## src/hw/rtl/hwbs_pkg.sv

```systemverilog
// shared types and constants for the health watch backoff supervisor
// no dependencies; imported by every module of the block
`timescale 1ns / 1ps

package hwbs_pkg;

  localparam int unsigned CfgIdxW  = 3;
  localparam int unsigned CfgDataW = 16;
  localparam int unsigned InDataW  = 40;
  localparam int unsigned OutDataW = 32;

  // register indexes of the configuration port
  localparam logic [CfgIdxW-1:0] REG_BASE_INTERVAL   = 3'd0;
  localparam logic [CfgIdxW-1:0] REG_BACKOFF_CEILING = 3'd1;
  localparam logic [CfgIdxW-1:0] REG_RESPAWN_CAP     = 3'd2;
  localparam logic [CfgIdxW-1:0] REG_STABLE_NEEDED   = 3'd3;
  localparam logic [CfgIdxW-1:0] REG_AUTO_RESTART    = 3'd4;
  localparam logic [CfgIdxW-1:0] REG_LAUNCHER_READY  = 3'd5;

  localparam logic [15:0] BASE_INTERVAL_RST   = 16'd30;
  localparam logic [15:0] BACKOFF_CEILING_RST = 16'd300;
  localparam logic [7:0]  RESPAWN_CAP_RST     = 8'd5;
  localparam logic [7:0]  STABLE_NEEDED_RST   = 8'd3;
  localparam logic [7:0]  STABLE_RUN_MAX      = 8'd255;

  typedef struct packed {
    logic [15:0] base_interval;
    logic [15:0] backoff_ceiling;
    logic [7:0]  respawn_cap;
    logic [7:0]  stable_needed;
    logic        auto_restart;
    logic        launcher_ready;
  } cfg_t;

  typedef struct packed {
    logic        launch_ok;
    logic        child_alive;
    logic        probe_ok;
    logic [31:0] now_seconds;
  } item_t;

  typedef struct packed {
    logic [15:0] backoff_now;
    logic [7:0]  respawns;
    logic        gave_up;
    logic        kill_request;
    logic        launch_request;
    logic        healthy_now;
    logic        checked;
  } result_t;

endpackage

```

## src/hw/rtl/health_watch_backoff_supervisor_top.sv

```systemverilog
// Health watch supervisor with exponential respawn backoff. One beat on the in_ side is one
// tick; every tick yields exactly one out_ beat. The block takes a tick in every cycle while
// the result register is empty or being drained. A tick waits in the input register, then
// the decision logic, which reads and updates the supervisor state in the same cycle, writes
// the result register, and the state registers load with it, so back-to-back ticks see each
// other's effects. Configuration writes are always taken (cfg_ready is high) and must only
// be issued while no tick is in flight. The cfg_index values 0 to 5 select base_interval,
// backoff_ceiling, respawn_cap, stable_needed, auto_restart and launcher_ready; other
// indexes are ignored.
// depends on hwbs_pkg, hwbs_cfg and hwbs_core
`timescale 1ns / 1ps

module health_watch_backoff_supervisor_top import hwbs_pkg::*; (
  input  logic                clk,
  input  logic                rst_n,
  input  logic                cfg_valid,
  output logic                cfg_ready,
  input  logic [CfgIdxW-1:0]  cfg_index,
  input  logic [CfgDataW-1:0] cfg_data,
  input  logic                in_tvalid,
  output logic                in_tready,
  // now_seconds[31:0], probe_ok[32], child_alive[33], launch_ok[34], zero[39:35]
  input  logic [InDataW-1:0]  in_tdata,
  output logic                out_tvalid,
  input  logic                out_tready,
  // checked[0], healthy_now[1], launch_request[2], kill_request[3], gave_up[4],
  // respawns[12:5], backoff_now[28:13], zero[31:29]
  output logic [OutDataW-1:0] out_tdata
);

  cfg_t    cfg;
  item_t   item_r;
  logic    in_vld_r;
  logic    out_vld_r;
  result_t res_r;
  result_t res;
  logic    advance;
  logic    fire;

  assign cfg_ready = 1'b1;

  hwbs_cfg u_cfg (
    .clk      (clk),
    .rst_n    (rst_n),
    .wr_en    (cfg_valid),
    .wr_index (cfg_index),
    .wr_data  (cfg_data),
    .cfg      (cfg)
  );

  // the pipe moves when the result register is empty or being drained
  assign advance   = !out_vld_r || out_tready;
  assign in_tready = !in_vld_r || advance;
  assign fire      = in_vld_r && advance;

  hwbs_core u_core (
    .clk   (clk),
    .rst_n (rst_n),
    .fire  (fire),
    .cfg   (cfg),
    .item  (item_r),
    .res   (res)
  );

  always_ff @(posedge clk) begin
    if (!rst_n) begin
      in_vld_r  <= 1'b0;
      out_vld_r <= 1'b0;
    end else begin
      if (in_tready) begin
        in_vld_r <= in_tvalid;
      end
      if (advance) begin
        out_vld_r <= in_vld_r;
      end
    end
  end

  always_ff @(posedge clk) begin
    if (in_tvalid && in_tready) begin
      item_r <= item_t'(in_tdata[34:0]);
    end
    if (fire) begin
      res_r <= res;
    end
  end

  assign out_tvalid = out_vld_r;
  assign out_tdata  = {3'b000, res_r};

endmodule

```

## src/hw/rtl/hwbs_cfg.sv

```systemverilog
// configuration register file of the supervisor
// depends on hwbs_pkg for register indexes, reset values and cfg_t
`timescale 1ns / 1ps

module hwbs_cfg import hwbs_pkg::*; (
  input  logic                clk,
  input  logic                rst_n,
  input  logic                wr_en,
  input  logic [CfgIdxW-1:0]  wr_index,
  input  logic [CfgDataW-1:0] wr_data,
  output cfg_t                cfg
);

  cfg_t cfg_r;
  cfg_t cfg_nxt;

  always_comb begin
    cfg_nxt = cfg_r;
    if (wr_en) begin
      case (wr_index)
        REG_BASE_INTERVAL:   cfg_nxt.base_interval   = wr_data;
        REG_BACKOFF_CEILING: cfg_nxt.backoff_ceiling = wr_data;
        REG_RESPAWN_CAP:     cfg_nxt.respawn_cap     = wr_data[7:0];
        REG_STABLE_NEEDED:   cfg_nxt.stable_needed   = wr_data[7:0];
        REG_AUTO_RESTART:    cfg_nxt.auto_restart    = wr_data[0];
        REG_LAUNCHER_READY:  cfg_nxt.launcher_ready  = wr_data[0];
        default:             cfg_nxt = cfg_r;
      endcase
    end
  end

  always_ff @(posedge clk) begin
    if (!rst_n) begin
      cfg_r.base_interval   <= BASE_INTERVAL_RST;
      cfg_r.backoff_ceiling <= BACKOFF_CEILING_RST;
      cfg_r.respawn_cap     <= RESPAWN_CAP_RST;
      cfg_r.stable_needed   <= STABLE_NEEDED_RST;
      cfg_r.auto_restart    <= 1'b0;
      cfg_r.launcher_ready  <= 1'b0;
    end else begin
      cfg_r <= cfg_nxt;
    end
  end

  assign cfg = cfg_r;

endmodule

```

## src/hw/rtl/hwbs_core.sv

```systemverilog
// supervisor state and the per-tick decision logic
// depends on hwbs_pkg for cfg_t, item_t and result_t
`timescale 1ns / 1ps

module hwbs_core import hwbs_pkg::*; (
  input  logic    clk,
  input  logic    rst_n,
  input  logic    fire,
  input  cfg_t    cfg,
  input  item_t   item,
  output result_t res
);

  logic [31:0] last_check_r, last_check_nxt;
  logic        healthy_r, healthy_nxt;
  logic [7:0]  stable_run_r, stable_run_nxt;
  logic [7:0]  tally_r, tally_nxt;
  logic [15:0] backoff_r, backoff_nxt;
  logic        tracked_r, tracked_nxt;

  logic [15:0] interval;
  logic [31:0] elapsed;
  logic        due;
  logic [7:0]  stable_inc;
  logic [7:0]  tally_inc;
  logic [15:0] dbl_src;
  logic [16:0] dbl;
  logic [15:0] backoff_grown;

  assign interval   = (backoff_r != 16'd0) ? backoff_r : cfg.base_interval;
  assign elapsed    = item.now_seconds - last_check_r;
  assign due        = elapsed >= {16'd0, interval};
  assign stable_inc = (stable_run_r == STABLE_RUN_MAX) ? stable_run_r : stable_run_r + 8'd1;
  assign tally_inc  = tally_r + 8'd1;
  assign dbl_src    = (backoff_r == 16'd0) ? cfg.base_interval : backoff_r;
  assign dbl        = {dbl_src, 1'b0};
  // clamp the doubled value to the ceiling
  assign backoff_grown = (dbl > {1'b0, cfg.backoff_ceiling}) ? cfg.backoff_ceiling
                                                             : dbl[15:0];

  always_comb begin
    last_check_nxt = last_check_r;
    healthy_nxt    = healthy_r;
    stable_run_nxt = stable_run_r;
    tally_nxt      = tally_r;
    backoff_nxt    = backoff_r;
    tracked_nxt    = tracked_r;
    res            = '0;
    if (due) begin
      res.checked    = 1'b1;
      last_check_nxt = item.now_seconds;
      if (item.probe_ok) begin
        healthy_nxt    = 1'b1;
        stable_run_nxt = stable_inc;
        if (stable_inc >= cfg.stable_needed) begin
          tally_nxt   = 8'd0;
          backoff_nxt = 16'd0;
        end
      end else begin
        healthy_nxt    = 1'b0;
        stable_run_nxt = 8'd0;
        // a live tracked child is left alone
        if (cfg.auto_restart && !(tracked_r && item.child_alive)) begin
          if (tally_r >= cfg.respawn_cap) begin
            if (tracked_r) begin
              res.kill_request = 1'b1;
              tracked_nxt      = 1'b0;
            end
          end else begin
            tracked_nxt = 1'b0;
            if (cfg.launcher_ready) begin
              res.launch_request = 1'b1;
              tracked_nxt        = item.launch_ok;
            end
            tally_nxt   = tally_inc;
            backoff_nxt = backoff_grown;
            res.gave_up = tally_inc >= cfg.respawn_cap;
          end
        end
      end
    end
    res.healthy_now = healthy_nxt;
    res.respawns    = tally_nxt;
    res.backoff_now = backoff_nxt;
  end

  always_ff @(posedge clk) begin
    if (!rst_n) begin
      last_check_r <= 32'd0;
      healthy_r    <= 1'b0;
      stable_run_r <= 8'd0;
      tally_r      <= 8'd0;
      backoff_r    <= 16'd0;
      tracked_r    <= 1'b0;
    end else if (fire) begin
      last_check_r <= last_check_nxt;
      healthy_r    <= healthy_nxt;
      stable_run_r <= stable_run_nxt;
      tally_r      <= tally_nxt;
      backoff_r    <= backoff_nxt;
      tracked_r    <= tracked_nxt;
    end
  end

`ifndef NO_ASSERTIONS
  a_no_check_keeps_state: assert property (@(posedge clk) disable iff (!rst_n)
    fire && !res.checked |=> $stable(last_check_r) && $stable(tally_r) && $stable(backoff_r))
    else $error("state moved on a tick that did not check");

  a_kill_excludes_launch: assert property (@(posedge clk) disable iff (!rst_n)
    fire && res.kill_request |-> !res.launch_request && !res.gave_up && !tracked_nxt)
    else $error("kill issued together with a respawn");

  a_failed_probe_clears_run: assert property (@(posedge clk) disable iff (!rst_n)
    fire && res.checked && !item.probe_ok |=> stable_run_r == 8'd0 && !healthy_r)
    else $error("failed probe did not clear the stable run");

  a_idle_holds_backoff: assert property (@(posedge clk) disable iff (!rst_n)
    !fire |=> $stable(backoff_r) && $stable(tracked_r))
    else $error("state changed without a tick");
`endif

endmodule
```

## config.mk

```make
export PLATFORM = sky130hd
export DESIGN_NAME = health_watch_backoff_supervisor_top
export DESIGN_NICKNAME = d
export VERILOG_FILES = /design/src/hw/rtl/hwbs_pkg.sv /design/src/hw/rtl/health_watch_backoff_supervisor_top.sv /design/src/hw/rtl/hwbs_cfg.sv /design/src/hw/rtl/hwbs_core.sv
export SDC_FILE = /design/constraint.sdc
export NUM_CORES = 1
export LEC_CHECK = 0
export BUFFER_PORTS_ARGS = -buffer_cell sky130_fd_sc_hd__buf_2
export CAP_MARGIN = 20
export CORE_ASPECT_RATIO = 1.5
export CORE_MARGIN = 2
export CORE_UTILIZATION = 48
export DETAILED_ROUTE_END_ITERATION = 12
export PLACE_DENSITY = 0.78
export SYNTH_ARGS = -nofsm -noshare
export SYNTH_HDL_FRONTEND = slang
export SYNTH_SLANG_ARGS = --single-unit
export TNS_END_PERCENT = 100
```

## constraint.sdc

```tcl
create_clock -name clk -period 5.6 [get_ports clk]
set_input_delay 0.28 -clock clk [delete_from_list [all_inputs] [get_ports clk]]
set_output_delay 0.28 -clock clk [all_outputs]
set_load 0.01 [all_outputs]
```

; ---- Yosys cells after proc, flatten, opt, wreduce, memory -nomap -nowiden
; Cells that the tools add are included.
[classes]
magnitude_cmp = 5
eq_ne = 6
mux = 22
bitwise = 4
add_sub_neg = 3
n_reduce_logical = 22
[ops]
columns = op, count
row1 = $mux W16, 8
row2 = $mux W8, 7
row3 = $ge A32 B16 Y1, 1
row4 = $sub A32 B32 Y32, 1
row5 = $ge A8 B8 Y1, 3
row6 = $gt A17 B16 Y1, 1
row7 = $add A8 B1 Y8 const B, 2
row8 = $logic_not A16 Y1, 1
row9 = $reduce_bool A16 Y1, 1
row10 = $reduce_and A2 Y1, 7
row11 = $eq A8 B8 Y1 const B, 1
row12 = $reduce_or A4 Y1, 2
row13 = $mux W1, 7
row14 = $eq A3 B2 Y1 const B, 2
row15 = $eq A3 B3 Y1 const B, 2
row16 = $logic_and A1 B1 Y1, 4
row17 = $not A1 Y1, 4
row18 = $reduce_and A4 Y1, 1
row19 = $eq A3 B1 Y1 const B, 1
row20 = $logic_not A1 Y1, 3
row21 = $logic_not A3 Y1, 1
row22 = $logic_or A1 B1 Y1, 2
[word_totals]
ff_bits = 182
in_bits = 64
word_cells = 87

; ---- Logic depth before layout (Yosys ltp)
[depth]
word_depth = 8
mapped_depth = 23
depth_no_buf = 21

; ---- Modules after synthesis
; From an unflattened synthesis, not the netlist that was laid out.
[hier_totals]
cells_unflattened = 1235
hier_area_um2 = 11398.4
[modules_own_cells]
columns = module, cells_per_inst, area_each_um2, n_inst
row1 = hwbs_core, 963, 7344.5, 1
row2 = health_watch_backoff_supervisor_top, 79, 2063.2, 1
row3 = hwbs_cfg, 193, 1990.7, 1

; ---- Least setup slack after synthesis
; No wires, ideal clock.
[synth_path]
kind = register to register
from = register item_r[0] in the netlist's numbering
to = register u_core.backoff_r[2]
required_ns = 5.483
synth_period_minus_slack_ns = 4.789
t_arrival_ns = 4.671
path_stages_with_launch = 23
path_slack_ns = 0.811
path_cell_list = edfxtp_1 inv_1 ha_1 fa_1 nand2b_1 a21oi_1 nor2_1 o21ai_0 nand3_1 nand2_1 a21oi_1 xnor2_1 ha_1 a21oi_1 o22ai_1 or4_1 nor4_1 nand4_1 or4_4 o31ai_4 nor2_2 buf_6 a22o_1
[synth_via]
elab_chain_cells = 3
[synth_lines]
columns = element, line
row1 = from (decl), health_watch_backoff_supervisor_top.sv:32  ; item_t item_r;
row2 = from (signal assigned), health_watch_backoff_supervisor_top.sv:81  ; item_r <= item_t'(in_tdata[34:0]);
row3 = $sub A32 B32 Y32, hwbs_core.sv:31  ; assign elapsed = item.now_seconds - last_check_r;
row4 = $ge A32 B16 Y1, hwbs_core.sv:32  ; assign due = elapsed >= {16'd0, interval};
row5 = $mux W16, hwbs_core.sv:49  ; if (due) begin
row6 = to (signal assigned), hwbs_core.sv:100  ; backoff_r <= backoff_nxt;
row7 = to (decl), hwbs_core.sv:18  ; logic [15:0] backoff_r, backoff_nxt;
; No other way between the ends.
; A chain may end at the register's enable or synchronous reset.

; ---- Worst setup path in the final report
[layout_path]
from = register item_r[10] in the netlist's numbering
to = register u_core.backoff_r[8]
; The elaborated chain is that of the path after synthesis.

==> flow_metrics.py <==
metrics = {
    "worst_setup_path": {
        "rrSetupSlack_ns": 0.23,
        "worstReg2RegEnd": "u_core.backoff_r[8]",
        "criticalPathCategory": "reg2reg",
        "cp_slowest_cell": "or4_4",
        "critPathMaxStageDelay_ns": 0.57,
        "worst_setup_path_start_kind": "register",
        "crit_buf_inv": 3,
        "crit_fanout": 16,
        "crit_family": "simple AND/OR/NAND/NOR gates",
        "worstRegToRegCells": 20,
        "arrival_ns": 5.69,
        "cpMostUsedCell": "a21o_1",
        "end_kind": "register",
        "path_cells": "ha_1, and4_1, a221o_1, a21o_1, a21o_1, a21o_1, a21oi_1, xnor2_1, ha_1, inv_1, o22ai_1, or4_1, nor4_1, nand4_1, or4_4, o31ai_4, buf_4, nor2_2, buf_8, a22o_1",
        "cp.required_ns": 5.93,
        "timing.rr.start": "item_r[10]",
    },
    "global_route": {
        "antenna_found_initial": 0,
        "overflow": 0,
        "grt_max_degree": 91,
        "track_usage_pct": 22.6,
        "grt_pass1_wl_um": 43000,
        "grt_pass1_vias": 8958,
    },
    "floorplanning": {
        "rows": 66,
        "die_w_um": 126,
        "start_util_pct": 48.9,
        "coreArea_um2": 21700,
        "fp.dieArea_um2": 23400,
        "die_h_um": 186,
        "num_io_pins": 99,
    },
    "layout": {
        "design_area_um2": 11900,
        "drive_above_1_share_pct": 11.6,
        "diodes": 0,
        "area_delta_synth_final_pct": 12.1,
        "final_nets": 1445,
    },
    "synth": {
        "ys_async_sr_fraction_pct": 0,
        "mappedNetlistArea_um2": 10600,
        "synth-seq-cells": 182,
        "yosys.cell_types.count": 72,
        "yosys_warnings": 0,
        "ys_seq_area_share_pct": 40.3,
        "synth_edf_count": 64,
        "synth.avg_cell_area_um2": 8.68,
        "ys.flop_type": "dfxtp_1",
        "syn_inst": 1224,
    },
    "sta": {
        "setup_slack_ns": 0.231,
        "slew_headroom_pct": 41.1,
        "final_max_slew_viol_count": 0,
        "min_period_over_period_pct": 95.9,
        "hold_ws_ns": 0.0157,
        "setup_violations": 0,
        "tightest_slew_ns": 0.884,
        "hold_violations": 0,
        "fin_worst_skew_ns": 0.0116,
        "fmax_ghz": 0.186,
        "min_period_ns": 5.37,
    },
    "detailed_routing": {
        "drc_errors": 0,
        "via_per_inst": 5.81,
        "vias": 9158,
        "ant_nets": 0,
        "drtIter0Drc": 519,
        "wl_um": 26200,
        "wl_per_cell_um": 16.6,
        "first_pass_iters": 5,
    },
    "pwr": {
        "power.switching_mw": 0.933,
        "p_leak_nw": 4.90,
        "p_int_mw": 2.27,
        "seqPwrFrac_pct": 44.9,
        "combPwrFrac_pct": 17.9,
        "ir_drop_mv": 0.238,
        "powerDensity_nw_per_um2": 269,
        "p_clk_share_pct": 37.2,
        "p_sw_share_pct": 29.1,
    },
    "place": {
        "port_buffers": 89,
        "gp_congestion": 0.921,
        "dp_hpwl_um": 19400,
        "place_area_um2": 11200,
        "place_ws_ns": 0.253,
    },
    "worst_hold_path": {
        "hold_depth": 1,
        "hold_end": "item_r[10]",
        "min-delay-start": "in_tdata[10]",
        "hp-class": "in2reg",
    },
    "run": {
        "drv_cap": 0,
    },
    "run_status": {
        "status": "complete, no violations",
    },
    "clock_network": {
        "htree_levels": 4,
        "clkTransAtPathRegs_ns": 0.07,
        "cts_sinks": 182,
        "cts_buffers": 17,
        "root_buffer": "clkbuf_16",
        "worst_skew_pair.late_latency_ns": 0.44,
        "cts_tree": "built",
        "clockBufferDepth": 2,
    },
}
==> sequential cells by signal, indices dropped and copies added (netlist names) <==
register,flops
u_core.healthy_r,1
u_core.tally_r,8
u_core.last_check_r,32
u_core.stable_run_r,8
in_vld_r,1
u_cfg.cfg,50
item_r,35
u_core.tracked_r,1
out_tvalid,1
u_core.backoff_r,16
out_tdata,29
==> Yosys cell counts, types with 4 or more instances <==
cell | n | area (µm²)
a2111oi_0 | 4 | 35.0
a211o_1 | 4 | 35.0
a211oi_1 | 13 | 97.6
a21o_1 | 28 | 210
a21oi_1 | 115 | 576
a22o_1 | 44 | 385
a31oi_1 | 7 | 43.8
and2_1 | 8 | 50.1
and3_1 | 7 | 43.8
and4_1 | 6 | 52.6
buf_2 | 6 | 30.0
buf_4 | 4 | 30.0
buf_6 | 8 | 90.1
clkbuf_1 | 47 | 176
dfxtp_1 | 118 | 2360
edfxtp_1 | 64 | 1920
ha_1 | 88 | 1100
inv_1 | 89 | 334
mux2i_1 | 6 | 60.1
nand2_1 | 170 | 638
nand2b_1 | 11 | 68.8
nand3_1 | 77 | 385
nand4_1 | 12 | 75.1
nor2_1 | 62 | 233
nor2b_1 | 11 | 68.8
nor3_1 | 12 | 60.1
nor3b_1 | 4 | 30.0
nor4_1 | 7 | 43.8
o2111ai_1 | 5 | 43.8
o211ai_1 | 12 | 90.1
o21a_1 | 10 | 75.1
o21ai_0 | 25 | 125
o21ai_1 | 40 | 200
o31ai_1 | 8 | 60.1
xnor2_1 | 19 | 166
xor2_1 | 10 | 87.6
==> power groups by stage <==
stage	clock (mW)	sequential (mW)	combinational [mW]
2_1_floorplan	0	1.46	0.411
3_3_place_gp	0	1.47	0.541
3_5_place_dp	0	1.47	0.556
4_1_cts	1.21	1.44	0.564
5_1_grt	1.26	1.44	0.641
6_report	1.19	1.44	0.572
==> timing repair <==
| action | in CTS | in global routing |
|---|---|---|
| hold buffers | 7 | 0 |
| setup buffers | 0 | 1 |
| endpoints found under the setup margin | 0 | 56 |
| resized for setup | 0 | 5 |
| hold endpoints to repair | 7 | 0 |
==> cell type report <==
| class | instances | area, µm² |
|---|---|---|
| Sequential cell | 182 | 4280 |
| Fill cell | 1959 | 9810 |
| Tap cell | 272 | 340 |
| Clock inverter | 12 | 108 |
| Multi-Input combinational cell | 885 | 5680 |
| Timing Repair Buffer | 116 | 681 |
| Clock buffer | 20 | 479 |
| Inverter | 90 | 338 |
==> through the flow <==
stage / cells / setup TNS [ns] / util, % / power, mW
after floorplan: 1226 / 0 / - / 1.88
after global placement: 1536 / 0 / 51.7 / 2.01
after detailed placement: 1536 / 0 / 51.7 / 2.02
after CTS: 1575 / 0 / 54.7 / 3.21
after global routing: 1577 / -0.238 / 54.8 / 3.34
final: 1577 / 0 / 54.8 / 3.20
==> how the worst max path moves through the flow <==
| stage | startpoint | endpoint | slack [ns] | cells past startpoint |
|---|---|---|---|---|
| floorplan | item_r[0] | u_core.backoff_r[2] | 0.81 | 22 |
| global placement | item_r[6] | u_core.backoff_r[12] | 0.33 | 18 |
| detailed placement | item_r[0] | u_core.last_check_r[27] | 0.25 | 22 |
| CTS | item_r[6] | u_core.last_check_r[22] | 0.23 | 19 |
| global route | item_r[10] | u_core.backoff_r[10] | -0.03 | 20 |
| finish | item_r[10] | u_core.backoff_r[8] | 0.23 | 20 |
==> worst reg2reg max path, cell delays in order, from the launching register on <==
cell and delay [ns]:
edfxtp_1 0.41, ha_1 0.42, and4_1 0.23, a221o_1 0.33, a21o_1 0.24, a21o_1 0.20, a21o_1 0.18, a21oi_1 0.17
xnor2_1 0.21, ha_1 0.30, inv_1 0.06, o22ai_1 0.06, or4_1 0.50, nor4_1 0.24, nand4_1 0.16, or4_4 0.57
o31ai_4 0.23, buf_4 0.20, nor2_2 0.12, buf_8 0.18, a22o_1 0.24
==> kinds of logic (layout without fill, tap and decap cells) <==
| group | after synthesis | in the layout | share of synthesized area, % |
|---|---|---|---|
| buf+inv | 159 | 238 | 6.43 |
| flops | 182 | 182 | 40.3 |
| fa+ha+maj | 89 | 89 | 10.5 |
| compound gates | 350 | 350 | 21.6 |
| mux | 9 | 9 | 0.883 |
| other cells | 2 | 4 | 0.0707 |
| xor+xnor | 29 | 29 | 2.39 |
| simple gates | 404 | 404 | 17.7 |
==> cell usage in the layout, fill, tap and decap left out, drive strengths merged, types with 13 or more instances in the layout <==
cell | synthesis | final
clkbuf | 50 | 20
ha | 88 | 88
nand3 | 77 | 77
xnor2 | 19 | 19
inv | 90 | 97
a211oi | 13 | 13
nand2 | 170 | 170
edfxtp | 64 | 64
o21ai | 65 | 65
a21oi | 115 | 115
buf | 19 | 109
a21o | 28 | 28
a22o | 44 | 44
nor2 | 63 | 63
dfxtp | 118 | 118
==> routing by layer <==
| metal | track usage, % | share of wire (%) |
|---|---|---|
| met1 | 25.0 | 39 |
| met2 | 41.0 | 52 |
| met3 | 3.89 | 5.2 |
| met4 | 12.9 | 4.5 |
| met5 | 0 | 0 |
Power figures use the tool's default switching activity.
